`src/sv/tbs_pkg.sv`:
```
// Shared types and constants for the triangle barycentric shader.
// Used by every module of the block; has no dependencies of its own.
package tbs_pkg;

  localparam int CoordW = 11;
  localparam int QuotW  = 13;
  localparam int DenW   = 24;
  localparam int RemW   = 25;
  localparam int AddrW  = 17;
  localparam int ChanW  = 5;
  localparam int ColorW = 15;
  localparam int IndexW = 3;

  // Configuration register indexes.
  localparam logic [IndexW-1:0] RegAX = 3'd0;
  localparam logic [IndexW-1:0] RegAY = 3'd1;
  localparam logic [IndexW-1:0] RegBX = 3'd2;
  localparam logic [IndexW-1:0] RegBY = 3'd3;
  localparam logic [IndexW-1:0] RegCX = 3'd4;
  localparam logic [IndexW-1:0] RegCY = 3'd5;

  // Q12 one, as a 15-bit signed constant.
  localparam logic signed [14:0] WeightOne = 15'sd4096;

  // Item carried along the divider chain: both weights are divided at once.
  typedef struct packed {
    logic              kill;
    logic [AddrW-1:0]  addr;
    logic [DenW-1:0]   den;
    logic [RemW-1:0]   rem_b;
    logic [RemW-1:0]   rem_g;
    logic              neg_b;
    logic              neg_g;
    logic [QuotW-1:0]  q_b;
    logic [QuotW-1:0]  q_g;
  } div_t;

endpackage

```
`src/sv/tbs_shade.sv`:
```
// Back end of the shader: signed weights, coverage test and RGB555 color.
// Holds the output register; depends on tbs_pkg.
module tbs_shade (
  input  logic                        clk,
  input  logic                        rst,
  input  logic                        in_valid,
  output logic                        in_ready,
  input  tbs_pkg::div_t               in_item,
  output logic                        out_valid,
  input  logic                        out_ready,
  output logic                        covered,
  output logic [tbs_pkg::AddrW-1:0]   pixel_address,
  output logic [tbs_pkg::ColorW-1:0]  pixel_color
);

  logic neg_any, hit;
  logic signed [14:0] alpha;
  logic [tbs_pkg::ColorW-1:0] color;

  function automatic logic [tbs_pkg::ChanW-1:0] chan(input logic [12:0] w);
    logic [17:0] t;
    t = {w, 5'b00000} - {5'b00000, w};
    chan = (t[17:12] > 6'd31) ? 5'd31 : t[16:12];
  endfunction

  always_comb begin
    neg_any = (in_item.neg_b && in_item.q_b != '0) || (in_item.neg_g && in_item.q_g != '0);
    alpha   = tbs_pkg::WeightOne - $signed({2'b00, in_item.q_b})
                                 - $signed({2'b00, in_item.q_g});
    hit     = !in_item.kill && !neg_any && !alpha[14];
    color   = hit ? {chan(alpha[12:0]), chan(in_item.q_b), chan(in_item.q_g)} : '0;
  end

  assign in_ready = !out_valid || out_ready;

  always_ff @(posedge clk) begin
    if (rst) begin
      out_valid <= 1'b0;
    end else if (in_ready) begin
      out_valid <= in_valid;
    end
  end

  always_ff @(posedge clk) begin
    if (in_ready && in_valid) begin
      covered       <= hit;
      pixel_address <= in_item.addr;
      pixel_color   <= color;
    end
  end

endmodule

```
`config.mk`:
```
export PLATFORM = sky130hd
export DESIGN_NAME = tbs_shade
export DESIGN_NICKNAME = d
export VERILOG_FILES = /design/src/sv/tbs_pkg.sv /design/src/sv/tbs_shade.sv
export SDC_FILE = /design/constraint.sdc
export NUM_CORES = 1
export LEC_CHECK = 0
export BUFFER_PORTS_ARGS = -buffer_cell sky130_fd_sc_hd__buf_2
export CORE_AREA = 5 5 91 93
export CTS_BUF_LIST = sky130_fd_sc_hd__clkbuf_16
export CTS_CLUSTER_SIZE = 28
export DETAILED_ROUTE_END_ITERATION = 6
export DIE_AREA = 0 0 96 98
export PLACE_DENSITY_LB_ADDON = 0.05
export SLEW_MARGIN = 0
export SYNTH_ARGS = -nofsm -noshare
export SYNTH_HDL_FRONTEND = slang
export SYNTH_SLANG_ARGS = --single-unit
```
`constraint.sdc`:
```
create_clock -name clk -period 5.5 [get_ports clk]
set_clock_uncertainty 0.15 [all_clocks]
set_input_delay 1.1 -clock clk [delete_from_list [all_inputs] [get_ports clk]]
set_output_delay 1.1 -clock clk [all_outputs]
set_load 0.01 [all_outputs]
```
# Word-level counts from Yosys, hierarchy flattened
# Index checks and enable logic that the tools add are counted.
# word_totals
reg_bits	34
in_bits	124
out_inout_bits	35
word_cells	28
# op_classes
n_addsub	5
order_cmp	3
n_mux	3
reduce_logical	13
# ops
operator	n
18-bit by 13-bit subtractor with 18-bit output	3
13-bit nonzero test	2
6-bit by 5-bit greater-than comparator with 1-bit output (second input constant)	3
5-bit 2-to-1 mux	3
14-bit by 14-bit subtractor with 15-bit output	1
13-bit by 13-bit subtractor with 14-bit output (first input constant)	1
1-bit logical AND	5
1-bit zero test	4
1-bit logical OR	2

# Logic depth before layout (Yosys ltp)
# logic_depth
word_depth	6
ltp_mapped	21
depth_no_buf	20

# Worst setup path after synthesis
# OpenSTA, ideal clock, no wires.
# synth_timing
kind	input to register
from	input port in_item[17] (netlist bit)
to	register pixel_color[10] (netlist bit), data pin
setup_time_ps	260
t_arrival_ps	5236
t_required_ps	5090
path_slack_ps	-146
stages	20
path_buffers	2
path_cell_list	nor3_2 > nand2_1 > nor3_1 > and3_1 > xnor2_1 > ha_1 > clkbuf_1 > and2_1 > o21ai_0 > o21ai_0 > or4_1 > buf_2 > ha_1 > nand4_1 > or4_1 > o31ai_1 > or2b_2 > a21boi_0 > xnor2_1 > a21oi_1
# synth_via
elab_chain_len	6
elab_cells_between_ends	12
cone_classes	3 x add/sub; 1 x order compare; 1 x mux; 7 x reduce/logical
# synth_rtl
element	line_no	rtl
from (decl)	tbs_shade.sv:8	input tbs_pkg::div_t in_item,
parallel branches: the longest is 6 deep, another holds 18-bit by 13-bit subtractor with 18-bit output	--	
to (signal assigned)	tbs_shade.sv:48	pixel_color <= color;
to (decl)	tbs_shade.sv:13	output logic [tbs_pkg::ColorW-1:0] pixel_color
# Several ways; the timed one is not identified.
# A chain may end at the register's enable or synchronous reset.

# Worst setup path in the final report
# layout_timing
from	input port in_item[15] (netlist bit)
to	register pixel_color[10] (netlist bit), data pin
# Same word-level chain as after synthesis.

==> metrics.yaml <==
run:
  drv_cap: 0
placed_design:
  placedInstanceArea_um2: 4010
  place_congestion: 0.850
  io_buffers: 84
  place_ws_ns: -0.279
  numPlacedInstances: 554
  place_hpwl_um: 6240
sta:
  finalCriticalPeriod_ns: 5.23
  drv_slew: 0
  max-slew-margin-rel: 0.689
  worst_slack_ns: 0.272
  worst_pin_slew_ns: 0.463
  fin_crit_sh: 0.951
  clock.fmax_ghz: 0.191
  fin_tns_setup_ns: 0
  hold_viol_final: 0
  setup_viol: 0
worst_setup_path:
  path_delay_family: "simple AND/OR/NAND/NOR gates"
  cp_data_arrival_time_ns: 5.10
  slowest_stage: "or4_4"
  max_stage_delay_ns: 0.56
  startpoint_type: "primary input"
  path_buf_inv: 1
  worstSetupEndpointType: "flip-flop"
  critPathKind: "primary input to flip-flop"
  crit_chain: "buf_2, nor3_4, nand2_2, nor3_4, xnor2_1, ha_1, nand2_1, o21a_1, a31o_4, nor4b_4, or4_4, ha_4, nand4_1, or4_4, o31ai_4, or2b_2, a21boi_0, xnor2_1, a21oi_1"
  crit_fanout: 4
  cp_data_required_time_ns: 5.37
power_and_ir_drop:
  peakVddDrop_mv: 0.124
  power_density_nw_per_um2: 243
  leakage_nw: 1.96
  report.power.total_w: 0.00103
floorplan:
  dieArea_um2: 9410
  initial_core_util: 0.403
  row_count: 32
  die_w_um: 96
  io_pins: 159
  die_h_um: 98
  core_um2: 7450
final_layout:
  ff_latch_area_um2: 1010
  postLayoutCellArea_um2: 4240
  drive_gt1_frac: 0.407
  multi_input_area_um2: 1940
  instances_no_fill: 562
  nets: 621
  area_delta_synth_final_pct: 41.2
  fillers: 694
  antenna_cells: 0
clocking:
  cts_tree: "done"
  cts_buffers: 5
  clock-root-buffer: "clkbuf_16"
  cts.hold.buffers_added: 0
  insertion_delay_ns: 0.27
  clk_pin_slew_ns: 0.05
  cts_buffer_depth: 2
  clock-sinks: 34
  h-tree-depth: 2
worst_hold_path:
  hold_class: "flip-flop to flip-flop"
global_routing:
  antenna_found_initial: 0
  track_usage: 0.153
  grt_max_degree: 34
  gr-total-overflow: 0
  grt_pass1_wl_um: 11800
  grt_pass1_vias: 2683
logic_synthesis:
  synth_edf_count: 33
  ys_warn_count: 0
  ys_async_sr_fraction: 0
  synth_fp_nets: 473
  synth_cell_types: 63
  synth.avg_cell_area_um2: 9.66
  yosysSeqAreaShare: 0.337
  synth_seq_cells: 34
  syn-instance-count: 311
  syn_area_um2: 3000
  synth_flop_cell: "edfxtp_1"
detailed_routing:
  wl_um: 7250
  ant_nets: 0
  drc: 0
  drtIter0Drc: 51
  first_pass_iters: 4
  vias_per_cell: 4.93
  wire_per_inst_um: 12.9
  via_count: 2769
outcome:
  outcome: "completed"
sequential cells by signal, summed over array words and instances, names as in the netlist:
signal,cells
pixel_color,15
covered,1
out_valid,1
pixel_address,17
kinds of logic after synthesis:
group                      Yosys count  share of synthesized area
muxes                                1                    0.00333
AOI/OAI and AO/OA                   87                      0.205
adders and majority gates           38                      0.161
DFF                                 34                      0.337
xor gates and xnor gates            29                     0.0871
buffers and inverters               40                     0.0533
and+or+nand+nor                     82                      0.154
cell usage in the layout (no fill, tap or decap), drive strengths merged, types with 5 or more instances in the layout:
cell type	count
clkbuf	5
xnor2	27
a21oi	26
nor2	15
or2	5
edfxtp	33
a31oi	5
inv	36
o21a	5
ha	37
nand2	22
nor3	8
nand3	6
nor4	5
buf	145
a211oi	5
o21ai	13
worst paths after layout:
check / from / end / slack, ns / depth (start not counted)
max: in_item[15] / pixel_color[10] / 0.27 / 19
min: out_valid / out_valid / 0.35 / 2
max reg2reg: out_valid / pixel_address[6] / 4.10 / 3
min reg2reg: out_valid / out_valid / 0.35 / 2
power breakdown:
part | internal, W | switching, W
combinational | 0.000232 | 0.000234
clock | 0.000165 | 0.0000970
sequential | 0.000301 | 0.00000279
total | 0.000698 | 0.000334
per-stage QoR:
step	utilization	hold WS, ns
floorplan	-	0.443
global placement	0.539	0.337
detailed placement	0.539	0.354
CTS	0.558	0.364
global route	0.570	0.391
finish	0.570	0.354
tightest hold or removal path, delay by kind of cell (launching register included):
kind / cells / cell delay (ns)
flops: 1 / 0.30
compound gates: 1 / 0.07
simple gates: 1 / 0.09
repair_timing:
action                     in CTS  in global routing
setup endpoints to repair       0                  5
resized for setup               0                 17
setup buffers                   0                  1
Yosys cell counts (all sizes together), types with 2 or more instances:
| master | instances | area (um^2) |
|---|---|---|
| a21oi | 26 | 130 |
| ha | 37 | 463 |
| o21ai | 13 | 68.8 |
| o2111ai | 2 | 17.5 |
| o21a | 5 | 38.8 |
| a31oi | 5 | 31.3 |
| inv | 36 | 135 |
| or2 | 5 | 33.8 |
| a211o | 3 | 26.3 |
| xnor2 | 27 | 236 |
| nand4 | 4 | 31.3 |
| nand2b | 3 | 18.8 |
| and2 | 2 | 12.5 |
| a211oi | 5 | 42.5 |
| nor2b | 4 | 25.0 |
| a21boi | 2 | 15.0 |
| xor2 | 2 | 25.0 |
| nor4 | 5 | 46.3 |
| o311ai | 2 | 25.0 |
| buf | 3 | 21.3 |
| a311oi | 3 | 32.5 |
| o31ai | 2 | 15.0 |
| nand2 | 22 | 82.6 |
| a21o | 3 | 22.5 |
| nand3 | 6 | 30.0 |
| edfxtp | 33 | 991 |
| nor3 | 8 | 45.0 |
| or4 | 2 | 15.0 |
| a31o | 4 | 35.0 |
| nor2 | 15 | 56.3 |
| o211ai | 4 | 35.0 |
layer usage:
metal  GRT usage  wire length [um]  up-vias
met2       0.250              3270       70
met1       0.209              3370     1246
met5           0                 0        -
met3      0.0200               543        6
li1            -                 -     1447
met4      0.0427                67        0
area by class of cell:
| type | instances | area share |
|---|---|---|
| Clock buffer | 5 | 0.0295 |
| Clock inverter | 3 | 0.00383 |
| Inverter | 36 | 0.0319 |
| Tap cell | 102 | 0.0301 |
| Multi-Input combinational cell | 237 | 0.456 |
| Timing Repair Buffer | 145 | 0.210 |
| Sequential cell | 34 | 0.238 |
No activity file was read; power rests on OpenSTA's default activity.
