<file path="src/sv/tbs_pkg.sv">
// Shared types and constants for the triangle barycentric shader.
// Used by every module of the block; has no dependencies of its own.
package tbs_pkg;

  localparam int CoordW = 11;
  localparam int QuotW  = 13;
  localparam int DenW   = 24;
  localparam int RemW   = 25;
  localparam int AddrW  = 17;
  localparam int ChanW  = 5;
  localparam int ColorW = 15;
  localparam int IndexW = 3;

  // Configuration register indexes.
  localparam logic [IndexW-1:0] RegAX = 3'd0;
  localparam logic [IndexW-1:0] RegAY = 3'd1;
  localparam logic [IndexW-1:0] RegBX = 3'd2;
  localparam logic [IndexW-1:0] RegBY = 3'd3;
  localparam logic [IndexW-1:0] RegCX = 3'd4;
  localparam logic [IndexW-1:0] RegCY = 3'd5;

  // Q12 one, as a 15-bit signed constant.
  localparam logic signed [14:0] WeightOne = 15'sd4096;

  // Item carried along the divider chain: both weights are divided at once.
  typedef struct packed {
    logic              kill;
    logic [AddrW-1:0]  addr;
    logic [DenW-1:0]   den;
    logic [RemW-1:0]   rem_b;
    logic [RemW-1:0]   rem_g;
    logic              neg_b;
    logic              neg_g;
    logic [QuotW-1:0]  q_b;
    logic [QuotW-1:0]  q_g;
  } div_t;

endpackage

</file>
<file path="src/sv/tbs_setup.sv">
// Front end of the shader: edge vectors, cross-product terms and divider setup.
// Two registered stages; depends on tbs_pkg.
module tbs_setup #(
  parameter int FRAME_COLUMNS = 320,
  parameter int FRAME_ROWS    = 240
) (
  input  logic                     clk,
  input  logic                     rst,
  input  logic                     in_valid,
  output logic                     in_ready,
  input  logic [8:0]               pixel_x,
  input  logic [7:0]               pixel_y,
  input  logic signed [10:0]       ax,
  input  logic signed [10:0]       ay,
  input  logic signed [10:0]       bx,
  input  logic signed [10:0]       by,
  input  logic signed [10:0]       cx,
  input  logic signed [10:0]       cy,
  output logic                     out_valid,
  input  logic                     out_ready,
  output tbs_pkg::div_t            out_item
);

  logic signed [11:0] abx, aby, acx, acy, apx, apy;
  logic s1_valid, s1_ready, s2_ready;
  logic signed [23:0] p_a1, p_a2, p_b1, p_b2, p_g1, p_g2;
  logic [tbs_pkg::AddrW-1:0] s1_addr;
  logic s1_outside;

  logic signed [24:0] area, cross_b, cross_g;
  logic [24:0] mag_a, mag_b, mag_g;
  logic [tbs_pkg::DenW-1:0] den;
  logic ovf_b, ovf_g;

  assign abx = {bx[10], bx} - {ax[10], ax};
  assign aby = {by[10], by} - {ay[10], ay};
  assign acx = {cx[10], cx} - {ax[10], ax};
  assign acy = {cy[10], cy} - {ay[10], ay};
  assign apx = {3'b000, pixel_x} - {ax[10], ax};
  assign apy = {4'b0000, pixel_y} - {ay[10], ay};

  assign s2_ready = !out_valid || out_ready;
  assign s1_ready = !s1_valid || s2_ready;
  assign in_ready = s1_ready;

  always_ff @(posedge clk) begin
    if (rst) begin
      s1_valid <= 1'b0;
    end else if (s1_ready) begin
      s1_valid <= in_valid;
    end
  end

  always_ff @(posedge clk) begin
    if (s1_ready && in_valid) begin
      p_a1       <= abx * acy;
      p_a2       <= aby * acx;
      p_b1       <= apx * acy;
      p_b2       <= apy * acx;
      p_g1       <= abx * apy;
      p_g2       <= aby * apx;
      s1_addr    <= tbs_pkg::AddrW'(32'(pixel_y) * 32'(FRAME_COLUMNS) + 32'(pixel_x));
      s1_outside <= (32'(pixel_x) >= 32'(FRAME_COLUMNS)) ||
                    (32'(pixel_y) >= 32'(FRAME_ROWS));
    end
  end

  assign area    = {p_a1[23], p_a1} - {p_a2[23], p_a2};
  assign cross_b = {p_b1[23], p_b1} - {p_b2[23], p_b2};
  assign cross_g = {p_g1[23], p_g1} - {p_g2[23], p_g2};

  assign mag_a = area[24]    ? 25'(-area)    : 25'(area);
  assign mag_b = cross_b[24] ? 25'(-cross_b) : 25'(cross_b);
  assign mag_g = cross_g[24] ? 25'(-cross_g) : 25'(cross_g);
  assign den   = mag_a[tbs_pkg::DenW-1:0];

  // A quotient of 8192 or more can never give a covered pixel.
  assign ovf_b = mag_b >= {den, 1'b0};
  assign ovf_g = mag_g >= {den, 1'b0};

  always_ff @(posedge clk) begin
    if (rst) begin
      out_valid <= 1'b0;
    end else if (s2_ready) begin
      out_valid <= s1_valid;
    end
  end

  always_ff @(posedge clk) begin
    if (s2_ready && s1_valid) begin
      out_item.kill  <= (den == '0) || s1_outside || ovf_b || ovf_g;
      out_item.addr  <= s1_addr;
      out_item.den   <= den;
      out_item.rem_b <= mag_b;
      out_item.rem_g <= mag_g;
      out_item.neg_b <= cross_b[24] ^ area[24];
      out_item.neg_g <= cross_g[24] ^ area[24];
      out_item.q_b   <= '0;
      out_item.q_g   <= '0;
    end
  end

endmodule

</file>
<file path="config.mk">
export PLATFORM = sky130hd
export DESIGN_NAME = tbs_setup
export DESIGN_NICKNAME = d
export VERILOG_FILES = /design/src/sv/tbs_pkg.sv /design/src/sv/tbs_setup.sv
export SDC_FILE = /design/constraint.sdc
export NUM_CORES = 2
export LEC_CHECK = 0
export ABC_AREA = 1
export BUFFER_PORTS_ARGS = -buffer_cell sky130_fd_sc_hd__buf_2
export CAP_MARGIN = 20
export CORE_MARGIN = 2
export CORE_UTILIZATION = 40
export CTS_BUF_LIST = sky130_fd_sc_hd__clkbuf_8 sky130_fd_sc_hd__clkbuf_16
export DETAILED_ROUTE_END_ITERATION = 10
export RECOVER_POWER = 50
export SYNTH_ARGS = -nofsm -noshare
export SYNTH_HDL_FRONTEND = slang
export SYNTH_SLANG_ARGS = --single-unit
export TNS_END_PERCENT = 50
</file>
<file path="constraint.sdc">
create_clock -name clk -period 9.6 [get_ports clk]
set_input_delay 0.48 -clock clk [delete_from_list [all_inputs] [get_ports clk]]
set_output_delay 0.48 -clock clk [all_outputs]
set_load 0.1 [all_outputs]
</file>
Word level (Yosys, flattened, before mapping)
Index checks and enable logic that the tools add are counted.

storage, ports and cells
  output and inout port bits = 122
  input bits = 87
  register bits after elaboration = 258
  word-level logic and storage cells = 57

operators by class
  $add $sub $neg = 13
  multiply operators = 7
  bitwise logic cells = 2
  magnitude comparators = 4
  reduce and logical (&&, ||, !) cells = 11
  mux-type cells = 3

operators by type and width
  kind                                                                 number
  12-bit by 12-bit multiplier with 24-bit output                       6
  24-bit by 24-bit subtractor with 25-bit output                       3
  25-bit greater-or-equal comparator                                   2
  25-bit 2-to-1 mux                                                    2
  25-bit negation                                                      2
  11-bit by 11-bit subtractor with 12-bit output                       4
  24-bit logical NOT                                                   1
  24-bit 2-to-1 mux                                                    1
  24-bit negation                                                      1
  17-bit by 9-bit adder with 17-bit output                             1
  10-bit by 11-bit subtractor with 12-bit output                       1
  9-bit by 11-bit subtractor with 12-bit output                        1
  8-bit by 3-bit multiplier with 11-bit output, second input constant  1
  9-bit greater-or-equal comparator, second input constant             1
  8-bit greater-or-equal comparator, second input constant             1
  1-bit logical OR                                                     6
  1-bit logical AND                                                    2
  1-bit logical NOT                                                    2
  1-bit XOR                                                            2

Logic depth before layout (Yosys ltp)
  word-level depth = 7
  depth in mapped cells = 41
  gate-level depth less buffers = 41

Least setup slack after synthesis
Ideal clock, no wire load.

  kind = in2reg
  start = input by[0]
  end = register p_g2[23] (data pin)
  required time = 9.335 ns
  path slack = 2.520 ns
  data arrival time = 6.815 ns
  buffers on the path = 1
  setup time = 0.265 ns
  cell stages on the path = 37
  path through = inv_1 > ha_1 > fa_1 > o21a_1 > nor2_1 > o21ai_0 > nand2_1 > nand2_1 > nand2_1 > nand2_1 > nand2_1 > nand2_1 > nand2_1 > a21oi_1 > or2_2 > nand2_1 > buf_2 > nor2_1 > fa_1 > fa_1 > inv_1 > fa_1 > inv_1 > fa_1 > inv_1 > fa_1 > inv_1 > ha_1 > nand2_1 > o21ai_0 > o21bai_1 > a21o_1 > a21oi_1 > o21bai_1 > a21boi_0 > o21ai_0 > xor2_1

on the way
  longest elaborated chain between the ends = 2

ends and longest elaborated chain
  what                                            line             source
  from (decl)                                     tbs_setup.sv:16  input logic signed [10:0] by,
  11-bit by 11-bit subtractor with 12-bit output  tbs_setup.sv:36  assign aby = {by[10], by} - {ay[10], ay};
  12-bit by 12-bit multiplier with 24-bit output  tbs_setup.sv:61  p_g2 <= aby * apx;
  to (signal assigned)                            tbs_setup.sv:61
  to (decl)                                       tbs_setup.sv:26  logic signed [23:0] p_a1, p_a2, p_b1, p_b2, p_g1, p_g2;

Every way passes these cells.
A chain may end at the register's enable or synchronous reset.

Final worst setup path
  start = input pixel_y[1]
  end = register p_g1[22] (data pin)

on the way
  longest elaborated chain between the ends = 2

ends and longest elaborated chain
  what                                            line             source
  from (decl)                                     tbs_setup.sv:12  input logic [7:0] pixel_y,
  9-bit by 11-bit subtractor with 12-bit output   tbs_setup.sv:40  assign apy = {4'b0000, pixel_y} - {ay[10], ay};
  12-bit by 12-bit multiplier with 24-bit output  tbs_setup.sv:60  p_g1 <= abx * apy;
  to (signal assigned)                            tbs_setup.sv:60
  to (decl)                                       tbs_setup.sv:26

Every way passes these cells.

==> flow_summary.toml <==
[clock_tree]
htreeDepth = 2
cts_tree = "built"
cts_resized = 0
clock-root-buffer = "clkbuf_16"
holdBufCountCts = 0
clkTransAtPathRegs_ns = 0.05
clock-sinks = 258
post_cts_buffers = 0
clk_path_buf_depth = 3
cts_made_buffers = 37
clock_latency_ns = 0.64

[timing]
rsz0062_at_grt = "false"
fin_skew_ns = 0.0357
tightest_slew_ns = 3.55
finalSetupTns_ns = 0
fmax_mhz = 124
maxSlewHeadroom = -1.37
slew_violations = 215
setup_viol = 0
period_minus_slack_ns = 8.09
hold_violations = 0
finalCritPeriodShare = 0.843

[logic_synthesis]
yosys_warnings = 0
synth_xor_xnor_area_share = 0.0455
synth_mux_area_frac = 0
synth_common_cells = "1356 x inv_1, 1202 x nand2_1, 839 x fa_1"
yosys-top-cells-area = "fa_1 33%, edfxtp_1 15%, ha_1 13%"
synth_area_per_cell_um2 = 8.43
synth_cell_types = 64
synth_largest_area_cell = "fa_1"
synth_top_family_by_area = "adder cells"
synth-seq-cells = 258
synthCells = 5973
yosysSeqAreaShare = 0.154
synth_compound_area_frac = 0.0542
syn_area_mm2 = 0.0503
async_flop_share = 0
synth_ff_type = "edfxtp_1"
synth_edf_count = 256
synth_fa_ha_area_frac = 0.459
synth-simple-area-share = 0.170
yosysTopAreaCellShare = 0.334
yosysMostFrequentCell = "inv_1"

[placement]
portBuffers = 182
finalWeightedCongestion = 0.956
dp_hpwl_mm = 127

[detailed_routing]
via_per_inst = 5.07
drtPass1Iterations = 5
avgRoutedWirePerCell_um = 19.4
drt_iter0_drc = 3115
drc_errors = 0
drt-total-wl_mm = 151
vias = 39600
ant_nets = 0

[min_path]
min_path_cells = 2
holdCritStartpoint = "rst"
min_to = "s1_valid$_SDFFE_PP0N_"
hp-class = "in -> reg"

[floorplanning]
die_h_um = 359
die_area_mm2 = 0.129
row_count = 130
die_x_um = 359
core_mm2 = 0.125
ios = 209
start_util = 0.402

[setup_path]
crit_required_ns = 9.97
path_max_fanout = 17
max_stage_delay_ns = 0.84
worstPathArrival_ns = 8.46
slowest_stage = "clkinv_1"
reg2reg_slack_ns = 3.78
critPathLaunchType = "primary input"
critPathKind = "in -> reg"
rr_startpoint = "out_valid$_SDFFE_PP0P_"
reg2reg_to = "p_b2[22]$_DFFE_PP_"
path_common_cell = "nand2_1"
ff2ff_path_depth = 5
cp-end-kind = "flip-flop"

[cells_and_area]
final_layout_size_suffix_gt1_frac = 0.0476
fin_nets = 7567
area_growth_pct = 8.04

[global_routing]
grt_pass1_wl_mm = 235
overflow = 0
antenna_found_initial = 10
track_usage = 0.240
grt_max_degree = 71
grt_pass1_vias = 40100

[outcome]
status = "finished, violations left"
failed_checks = "max-capacitance violations, max-slew violations"

[flow_run]
cap_viol_max_count = 5
-- metrics by stage --
step / instance area [µm²] / setup slack (ns) / hold WS (ns) / std cells / util
global route: 54400 / 0.979 / 0.0467 / 7811 / 0.434
detailed placement: 53300 / 1.09 / 0.407 / 7747 / 0.425
finish: 54400 / 1.51 / 0.0370 / 7812 / 0.434
floorplan: 50400 / 2.52 / 0.400 / 5998 / -
CTS: 54500 / 1.72 / 0.00357 / 7811 / 0.435
global placement: 53300 / 1.27 / 0.403 / 7747 / 0.425
-- state kept, by name, indices dropped and copies added (netlist names) --
register	count
s1_outside	1
out_item	94
p_a1	24
p_b2	24
out_valid	1
p_g2	24
s1_addr	17
p_a2	24
p_b1	24
s1_valid	1
p_g1	24
-- worst max path at each step --
stage                              end       start  cells past startpoint  slack [ns]
floorplan           p_g2[23]$_DFFE_PP_       by[0]                     37        2.52
detailed placement  p_g1[23]$_DFFE_PP_       ay[2]                     33        1.09
global placement    p_g1[22]$_DFFE_PP_       ay[2]                     33        1.27
CTS                 p_g1[23]$_DFFE_PP_       ay[2]                     33        1.72
finish              p_g1[22]$_DFFE_PP_  pixel_y[1]                     32        1.51
global route        p_b2[22]$_DFFE_PP_  pixel_y[1]                     36        0.98
-- per-layer routing --
layer  track usage  up-vias  wire length, µm
met5             0        -              102
met4        0.0962       10             6990
met3        0.0421      271            12500
met2         0.376     1536            66400
met1         0.331    19300            65400
li1              -    18500                -
-- final cells by class --
cell class	instances	area (µm²)
multi-input cells	4209	36900
clock buffers	37	926
flip-flops and latches	258	7730
diodes	1	2.50
well taps	1650	2060
fillers	12600	70900
clock inverters	27	348
inverters	1389	5220
repair buffers	241	1200
-- cells by family after synthesis --
| group | after synthesis |
|---|---|
| adders and majority gates | 1344 |
| AOI/OAI and AO/OA | 489 |
| other | 1 |
| and+or+nand+nor | 2091 |
| xor gates and xnor gates | 259 |
| buffers and inverters | 1531 |
| DFF | 258 |
-- cell usage in the layout (no fill, tap or decap), types with 8 or more instances in the layout --
cell type,instances
xor2_1,162
o31ai_1,10
nor2_1,533
nand2_2,20
edfxtp_1,256
or2_2,33
and2_1,8
nand4_1,45
conb_1,26
nand3b_1,11
inv_1,1359
a21oi_1,251
clkbuf_1,112
a211oi_1,9
nor3_1,35
buf_4,53
ha_1,505
fa_1,839
nand2_1,1202
nor2_2,10
a21o_1,14
o21ai_1,10
nor4_1,9
a31oi_1,13
clkinv_1,25
o211ai_1,16
buf_2,76
xnor2_1,88
nand3_1,159
clkbuf_16,37
o21bai_1,17
inv_2,12
o21ai_0,122
-- critical path: cells and delay by family --
kind / cells / cell delay, ns
xor+xnor: 1 / 0.06
buf+inv: 5 / 1.41
compound gates: 7 / 1.49
fa+ha+maj: 7 / 3.16
simple gates: 12 / 1.84
Power is left out: the tool's default activity adds up to more than one toggle a clock period on the data nets, which glitch-free logic cannot reach.
