File: config.mk
export PLATFORM = sky130hd
export DESIGN_NAME = tbs_div_cell
export DESIGN_NICKNAME = d
export VERILOG_FILES = /design/src/sv/tbs_pkg.sv /design/src/sv/tbs_div_cell.sv
export SDC_FILE = /design/constraint.sdc
export NUM_CORES = 1
export LEC_CHECK = 0
export ABC_AREA = 1
export BUFFER_PORTS_ARGS = -buffer_cell sky130_fd_sc_hd__buf_2
export CORE_UTILIZATION = 53
export CTS_CLUSTER_DIAMETER = 120
export DETAILED_ROUTE_END_ITERATION = 8
export GPL_TIMING_DRIVEN = 0
export PLACE_DENSITY_LB_ADDON = 0.3
export SYNTH_ARGS = -nofsm -noshare
export SYNTH_HDL_FRONTEND = slang
export SYNTH_SLANG_ARGS = --single-unit
File: constraint.sdc
create_clock -name clk -period 9.4 [get_ports clk]
set_clock_uncertainty 0.15 [all_clocks]
set_input_delay 1.88 -clock clk [delete_from_list [all_inputs] [get_ports clk]]
set_output_delay 1.88 -clock clk [all_outputs]
set_load 0.02 [all_outputs]
File: src/sv/tbs_pkg.sv
// Shared types and constants for the triangle barycentric shader.
// Used by every module of the block; has no dependencies of its own.
package tbs_pkg;

  localparam int CoordW = 11;
  localparam int QuotW  = 13;
  localparam int DenW   = 24;
  localparam int RemW   = 25;
  localparam int AddrW  = 17;
  localparam int ChanW  = 5;
  localparam int ColorW = 15;
  localparam int IndexW = 3;

  // Configuration register indexes.
  localparam logic [IndexW-1:0] RegAX = 3'd0;
  localparam logic [IndexW-1:0] RegAY = 3'd1;
  localparam logic [IndexW-1:0] RegBX = 3'd2;
  localparam logic [IndexW-1:0] RegBY = 3'd3;
  localparam logic [IndexW-1:0] RegCX = 3'd4;
  localparam logic [IndexW-1:0] RegCY = 3'd5;

  // Q12 one, as a 15-bit signed constant.
  localparam logic signed [14:0] WeightOne = 15'sd4096;

  // Item carried along the divider chain: both weights are divided at once.
  typedef struct packed {
    logic              kill;
    logic [AddrW-1:0]  addr;
    logic [DenW-1:0]   den;
    logic [RemW-1:0]   rem_b;
    logic [RemW-1:0]   rem_g;
    logic              neg_b;
    logic              neg_g;
    logic [QuotW-1:0]  q_b;
    logic [QuotW-1:0]  q_g;
  } div_t;

endpackage

File: src/sv/tbs_div_cell.sv
// One cell of the divider chain: one quotient bit for each of the two weights.
// Depends on tbs_pkg.
module tbs_div_cell (
  input  logic          clk,
  input  logic          rst,
  input  logic          in_valid,
  output logic          in_ready,
  input  tbs_pkg::div_t in_item,
  output logic          out_valid,
  input  logic          out_ready,
  output tbs_pkg::div_t out_item
);

  logic ge_b, ge_g;
  logic [tbs_pkg::RemW-1:0] diff_b, diff_g;
  tbs_pkg::div_t item_next;

  assign in_ready = !out_valid || out_ready;

  always_comb begin
    ge_b   = in_item.rem_b >= {1'b0, in_item.den};
    ge_g   = in_item.rem_g >= {1'b0, in_item.den};
    diff_b = ge_b ? in_item.rem_b - {1'b0, in_item.den} : in_item.rem_b;
    diff_g = ge_g ? in_item.rem_g - {1'b0, in_item.den} : in_item.rem_g;
    item_next       = in_item;
    // The remainder stays below the divisor, so the shift loses nothing.
    item_next.rem_b = {diff_b[tbs_pkg::RemW-2:0], 1'b0};
    item_next.rem_g = {diff_g[tbs_pkg::RemW-2:0], 1'b0};
    item_next.q_b   = {in_item.q_b[tbs_pkg::QuotW-2:0], ge_b};
    item_next.q_g   = {in_item.q_g[tbs_pkg::QuotW-2:0], ge_g};
  end

  always_ff @(posedge clk) begin
    if (rst) begin
      out_valid <= 1'b0;
    end else if (in_ready) begin
      out_valid <= in_valid;
    end
  end

  always_ff @(posedge clk) begin
    if (in_ready && in_valid) begin
      out_item <= item_next;
    end
  end

endmodule

### Word-level counts from Yosys, hierarchy flattened

Index checks and enable logic that the tools add are counted.

* flip-flop bits (word level): 119
* input bits: 124

* $lt $le $gt $ge: 2
* muxes and demuxes: 2
* reduce and logical (&&, ||, !) cells: 3
* add/subtract/negate cells: 2

Operator list (count)
* >= comparator 25 x 24 -> 1 bit: 2
* 2-to-1 mux 24 bit: 2
* subtractor 24 bit: 2
* logical AND 1 bit: 1
* zero test 1 bit: 1
* logical OR 1 bit: 1

### Depth between registers and ports, before layout

Gate-level depths: netlist of run 1.

* word-level depth: 3
* mapped depth: 14

### Worst setup path after synthesis of run 1

Ideal clock, no wire load.

* path type: input to register
* start: input port in_valid
* end: register out_item[0] (netlist name) (enable)
* library setup time: 634 ps
* path slack: 1008 ps
* stages on the path: 2
* arrival time: 7607 ps
* path buffers: 0
* cell sequence: inv_1 > a21oi_1

* cells in the longest elaborated chain, start to end: 1

RTL lines
* start: declaration: RTL line tbs_div_cell.sv:6 `input logic in_valid,`
* logical AND 1 bit: RTL line tbs_div_cell.sv:42 `if (in_ready && in_valid) begin`
* end signal: assignment: RTL line tbs_div_cell.sv:43 `out_item <= item_next;`
* end: declaration: RTL line tbs_div_cell.sv:11 `output tbs_pkg::div_t out_item`

Every way passes these cells.
A chain may end at the register's enable or synchronous reset.

### Final worst setup path of run 1

* start: input port out_ready
* end: output port in_ready

* cells in the longest elaborated chain, start to end: 1

RTL lines
* start: declaration: RTL line tbs_div_cell.sv:10 `input logic out_ready,`
* logical OR 1 bit: RTL line tbs_div_cell.sv:18 `assign in_ready = !out_valid || out_ready;`
* end: declaration: RTL line tbs_div_cell.sv:7 `output logic in_ready,`

Every way passes these cells.

==> metrics, run 1 <==
status completed; Final Hold Fails 0; initial antenna violation count 2; post-route ant nets 0; leakage power 0.00564 uW; multi-input logic area ~3700 sq um; Post-Route Setup TNS 0 ns; critical path depth 4; Avg Cell Area, Syn 7.64 sq um; Setup Buffers After CTS 0; clk_lat worst skew ~0.41 ns; Detailed Route Iter0 Violations 493; largest cells by area after synthesis edfxtp_1 (43%), nand2_1 (20%), inv_1 (9.3%); First-pass DRT Iterations 5; Core Box Area 15100 sq um; I/O Pins approximately 250; RR Endpoint out_item[107]; Num CTS Buffers 17; share of layout cells above drive strength 1 23.7%; CP bufs+invs 3; CP endpoint kind output port; row cnt between 40 and 50; clock root buffer clkbuf_16; input/output buffers 241; fin. max-slew vios 0; Syn Inst Count 1071; Routed WL per cell 14.9 um; Post-Route WL roughly 23000 um; most numerous cell in the Yosys netlist nand2_1; Reg clk slew, reported paths 0.05 ns; Setup Viol. Count Final 0; Slew HR 59.9%; CTS tree yes; Max Fanout on Critical Path 2; critical path arrival roughly 2.3 ns; Yosys top cell by area edfxtp_1; Clock Sinks approximately 120; CP Class in2out; vias in the first global route 7424; Max Cap Viol 0; Worst VDD drop 0.000136 V; fmax 229 MHz; Reg area 3560 sq um; fin crit period approximately 4.4 ns; R2R Path Start out_valid; unrepaired setup endpoints after global routing no; DIE AREA between 15000 and 20000 sq um; placed cell count 1505; power density cells 173 nW/um^2; post-synthesis register bit count 119; WHS Path Cells 2; Final period util 46.5%; hpwl dp 18500 um; hold wc startpoint out_valid; Least-Margin Pin Slew 0.601 ns; Remaining Overflow, GRT 0; CP max stage cell buf_2; Post-Syn Area 8190 sq um; Worst Hold End out_valid; Die W 126 um; Fill cells 1253; post-cts resize count 0; Synth top area share 43.3%; routed via count 7942; synth warn 0; Hold Buf Count CTS 0; CP top delay family buffers and inverters; Worst EP required 7.37 ns; fin nets 1510; non-filler cells, final 1539; Tot GR Track Use 29.5%; largest net degree at the start of global routing 33; Most used DFF post-synth edfxtp_1; Seq/Total Area, Yosys 43.5%; worst-path cell chain buf_2, inv_1, nand2_1, buf_2; vias per cell 5.16; CP peak stage delay 0.16 ns; drt drc 0; synth unique cells 29; Hold Path Class reg2reg; most frequent CP cell buf_2; Initial Util 54.0%; first-pass GRT wire length 35800 um; Area Growth Syn to Fin 26.8%; CTS Buffer Depth 2; r2r setup slk 7.59 ns; die extent in y 126 um; H-tree lvl count 4; Startpoint Class primary input; Post-synth top cells nand2_1 (436), inv_1 (203), edfxtp_1 (118); number of flops mapped to enable cells by yosys 118; asr flop ratio synth 0%; gpl congestion 0.986; Reg2Reg Depth 3
==> cell families after synthesis <==
kind of cell / Yosys count / synth area share, %
other: 1 / 0.0458
adder cells (fa/ha/maj): 50 / 7.83
XOR/XNOR: 21 / 2.25
buffers and inverters: 227 / 11.1
flip-flops: 119 / 43.5
AO/OA/AOI/OAI: 28 / 2.08
AND/OR/NAND/NOR: 625 / 33.2
==> worst min-delay path, delay by kind of cell (launching register included) <==
family | cells | cell delay [ns]
simple gates | 1 | 0.10
compound gates | 1 | 0.06
flops | 1 | 0.35
==> metrics by stage <==
stage | instance area, sq um | setup slack, ns | total power, uW | util (%) | hold WS (ns)
2_1_floorplan | 8190 | 1.01 | 961 | - | 0.555
3_3_place_gp | 9630 | -1.09 | 1090 | 63.6 | 0.325
3_5_place_dp | 9740 | 5.03 | 1100 | 64.3 | 0.388
4_1_cts | 10400 | 5.03 | 1800 | 68.5 | 0.395
5_1_grt | 10400 | 5.00 | 1870 | 68.5 | 0.416
6_report | 10400 | 5.03 | 1790 | 68.5 | 0.395
==> flip-flops by register name, summed over array words and instances (netlist names) <==
register,count
out_valid,1
out_item,118
==> where the power goes <==
| part | switching [uW] | internal (uW) | total, uW |
|---|---|---|---|
| Clock | 230 | 468 | 698 |
| Sequential | 10.0 | 642 | 652 |
| Combinational | 294 | 149 | 443 |
==> layout make-up <==
class                   instances  area share (%)
inverters                     209            7.56
clock inverters                13            1.97
plain buffers                  18            1.16
flip-flops and latches        119            34.3
diodes                          2          0.0482
repair buffers                245            12.5
multi-input cells             726            36.0
clock buffers                  19            4.17
well taps                     188            2.27
==> worst max-delay path by stage <==
stage,start,end,slack [ns]
2_1_floorplan,in_valid,out_item[0],1.01
6_report,out_ready,in_ready,5.03
3_3_place_gp,in_valid,out_item[4],-1.09
5_1_grt,out_ready,in_ready,5.00
3_5_place_dp,out_ready,in_ready,5.03
4_1_cts,out_ready,in_ready,5.03
==> placed cells by master, fill, tap and decap left out, types with 3 or more instances in the layout <==
cell type   netlist  layout
buf_6             4       4
a21oi_1          23      22
bufinv_16         0       5
nand3b_1          4       4
nand4_1          59      59
nor2_1           56      56
clkinvlp_4        0       3
clkbuf_16         0      17
ha_1             48      48
inv_2             6       6
nor2_2            4       4
nor3_2            3       3
nand2_1         436     436
nand3_4           4       4
inv_1           203     203
xor2_1           19      19
buf_2            12     253
a21oi_4           2       3
nand3_1          49      49
edfxtp_1        118     118
==> layer usage <==
layer / GRT usage, % / share of wire (%) / vias up
li1: - / - / 3938
met1: 34.9 / 40 / 3596
met2: 51.4 / 50 / 337
met3: 5.23 / 6.1 / 71
met4: 14.8 / 3.6 / 0
met5: 0 / 0 / -
Power figures use the tool's default switching activity.
==> run 2, diff against run 1 <==
Settings changed: CORE_UTILIZATION 53 to 48.
Clock period 9.4 ns to 3.65 ns, I/O delays scaled along.
==> run 2 against run 1 <==
Final cell count grew 1.9%. Clock power grew to 2.6 times the previous value. Wire length shrank 0.99%. Sequential share of layout area shrank 0.083 points. Sequential power grew to 2.6 times the previous value. Setup slack lost 4.1 ns. Critical endpoint is now out_item[61].
==> metrics, run 2 (synthesis gave the netlist of run 1 again) <==
switching share of power 29.5% (-0.28 points); post-cts resize count 0 (unchanged); CP Class in2reg; Setup Viol. Count Final 0 (unchanged); largest net degree at the start of global routing 32 (-3.0%); CTS tree yes; CP endpoint kind flop; fin. max-slew vios 0 (unchanged); status completed; Num CTS Buffers 17 (unchanged); H-tree lvl count 4 (unchanged); CP peak stage delay 0.41 ns (+0.25 ns); Clock Sinks 119 (unchanged); P_int 3240 uW (+160%); vias per cell 4.97 (-3.7%); Tot GR Track Use 26.7% (-2.8 points); most frequent cells in the layout nand2_1 (436), buf_2 (253), inv_1 (203); Hold Buf Count CTS 0 (unchanged); Final Hold Fails 0 (unchanged); critical path arrival 2.70 ns (+0.36 ns); Detailed Route Iter0 Violations 473 (-4.1%); worst-path cell chain buf_2, inv_1, ha_1, nand2_1, inv_2, nand2_1, nor3_2, nand4_2, buf_2, nand4_1, nand2_1; gpl congestion 0.939 (-4.8%); placed cell count 1537 (+2.1%); vias in the first global route 7439 (+0.20%); die extent in y 133 um (+5.0%); most common cell after layout, fill and taps aside nand2_1; routed via count 7793 (-1.9%); Setup Buffers After CTS 0 (unchanged); Max Fanout on Critical Path 10 (+8); Worst EP required 3.66 ns (-3.71 ns); initial antenna violation count 0 (-2); leakage power 0.00563 uW (-0.22%); Die W 133 um (+5.0%); Reg clk slew, reported paths 0.05 ns (about the same); unrepaired setup endpoints after global routing no; hpwl dp 18800 um (+1.5%); post-route ant nets 0 (unchanged); total power draw 4590 uW (+160%); Hold Path Class in2reg; first-pass GRT wire length 36300 um (+1.3%); Remaining Overflow, GRT 0 (unchanged); power density cells 441 nW/um^2 (+160%); fin crit period 2.69 ns; logic gate share of total power 24.6% (about the same); Post-Route WL 22800 um (-0.99%); max reg flops 118 (unchanged); Initial Util 49.2% (-4.9 points); finished layout cell area 10400 sq um (+0.24%); Final period util about three quarters; Area Growth Syn to Fin 27.1%; fmax 372 MHz; clock root buffer clkbuf_16; First-pass DRT Iterations 7 (+2); row cnt 47 (+4.4%); biggest regs out_item x118, out_valid x1; clk_lat worst skew 0.41 ns (about the same); most frequent CP cell nand2_1; Max Cap Viol 0 (unchanged); CTS Buffer Depth 2 (unchanged); Clk pwr share 38.8% (about the same); non-filler cells, final 1568 (+1.9%); fin nets 1510 (unchanged); Startpoint Class primary input; input/output buffers 241 (unchanged); CP max stage cell ha_1; share of layout cells above drive strength 1 23.7% (about the same); post-layout util 62.5% (-6.0 points); diode count 0 (-2); Psw 1350 uW (+150%); Routed WL per cell 14.5 um (-2.8%); Reg with most FFs out_item; register share of total power 36.5% (about the same); Post-DP Area 9770 sq um (+0.33%); drt drc 0 (unchanged); I/O Pins 246 (unchanged); Worst VDD drop 0.000304 V (+120%); Core Box Area 16600 sq um (+9.9%); DIE AREA 17600 sq um (+10%); Fill cells 1528 (+22%)
## run 2: cell count changes in the layout (fill, tap and decap cells not counted)
cell / delta
clkinv_2: -1
buf_16: -1
diode_2: -2
clkbuf_1: -1
clkinvlp_4: +2
buf_12: +1
clkinv_4: -1
## run 2: stage by stage
| step | setup WS (ns) | TNS, ns | hold WS (ns) |
|---|---|---|---|
| after global placement | -0.475 | -54.93 | 0.364 |
| after global routing | 0.853 | 0 | 0.317 |
| after CTS | 1.01 | 0 | 0.302 |
| after detailed placement | 0.575 | 0 | 0.382 |
| final | 0.962 | 0 | 0.315 |
| after floorplan | 0.287 | 0 | 0.590 |
## run 2: final cells by class
cell class / instances / area, sq um / area share, %
flip-flops and latches: 119 / 3560 / 34.3
well taps: 220 / 275 / 2.65
multi-input cells: 726 / 3730 / 35.9
inverters: 209 / 785 / 7.54
plain buffers: 18 / 120 / 1.15
repair buffers: 245 / 1290 / 12.4
clock inverters: 13 / 205 / 1.97
clock buffers: 18 / 429 / 4.13
## run 2: power by group through the flow
| stage | combinational (uW) | clock, uW | sequential [uW] |
|---|---|---|---|
| 2_1_floorplan | 602 | 0 | 1860 |
| 3_3_place_gp | 1090 | 0 | 1710 |
| 3_5_place_dp | 1120 | 0 | 1710 |
| 4_1_cts | 1120 | 1810 | 1680 |
| 5_1_grt | 1260 | 1860 | 1690 |
| 6_report | 1130 | 1780 | 1680 |
## run 2: critical path: cells and delay by family
family / cells / cell delay (ns)
and+or+nand+nor: 6 / 0.99
buffers and inverters: 4 / 0.55
adders and majority gates: 1 / 0.41
## run 2: worst paths after layout
check	depth (start not counted)	endpoint	slack [ns]	from
setup / recovery	11	out_item[61]	0.96	in_item[97]
hold / removal	2	out_valid	0.31	rst
setup reg to reg	3	out_item[31]	2.07	out_valid
hold reg to reg	2	out_valid	0.39	out_valid
## run 2: layer usage
layer	wire [um]	vias to the layer above	global-route usage (%)
met3	1540	43	4.98
met4	656	0	11.2
li1	-	3936	-
met1	9360	3511	32.0
met5	0	-	0
met2	11200	303	46.9
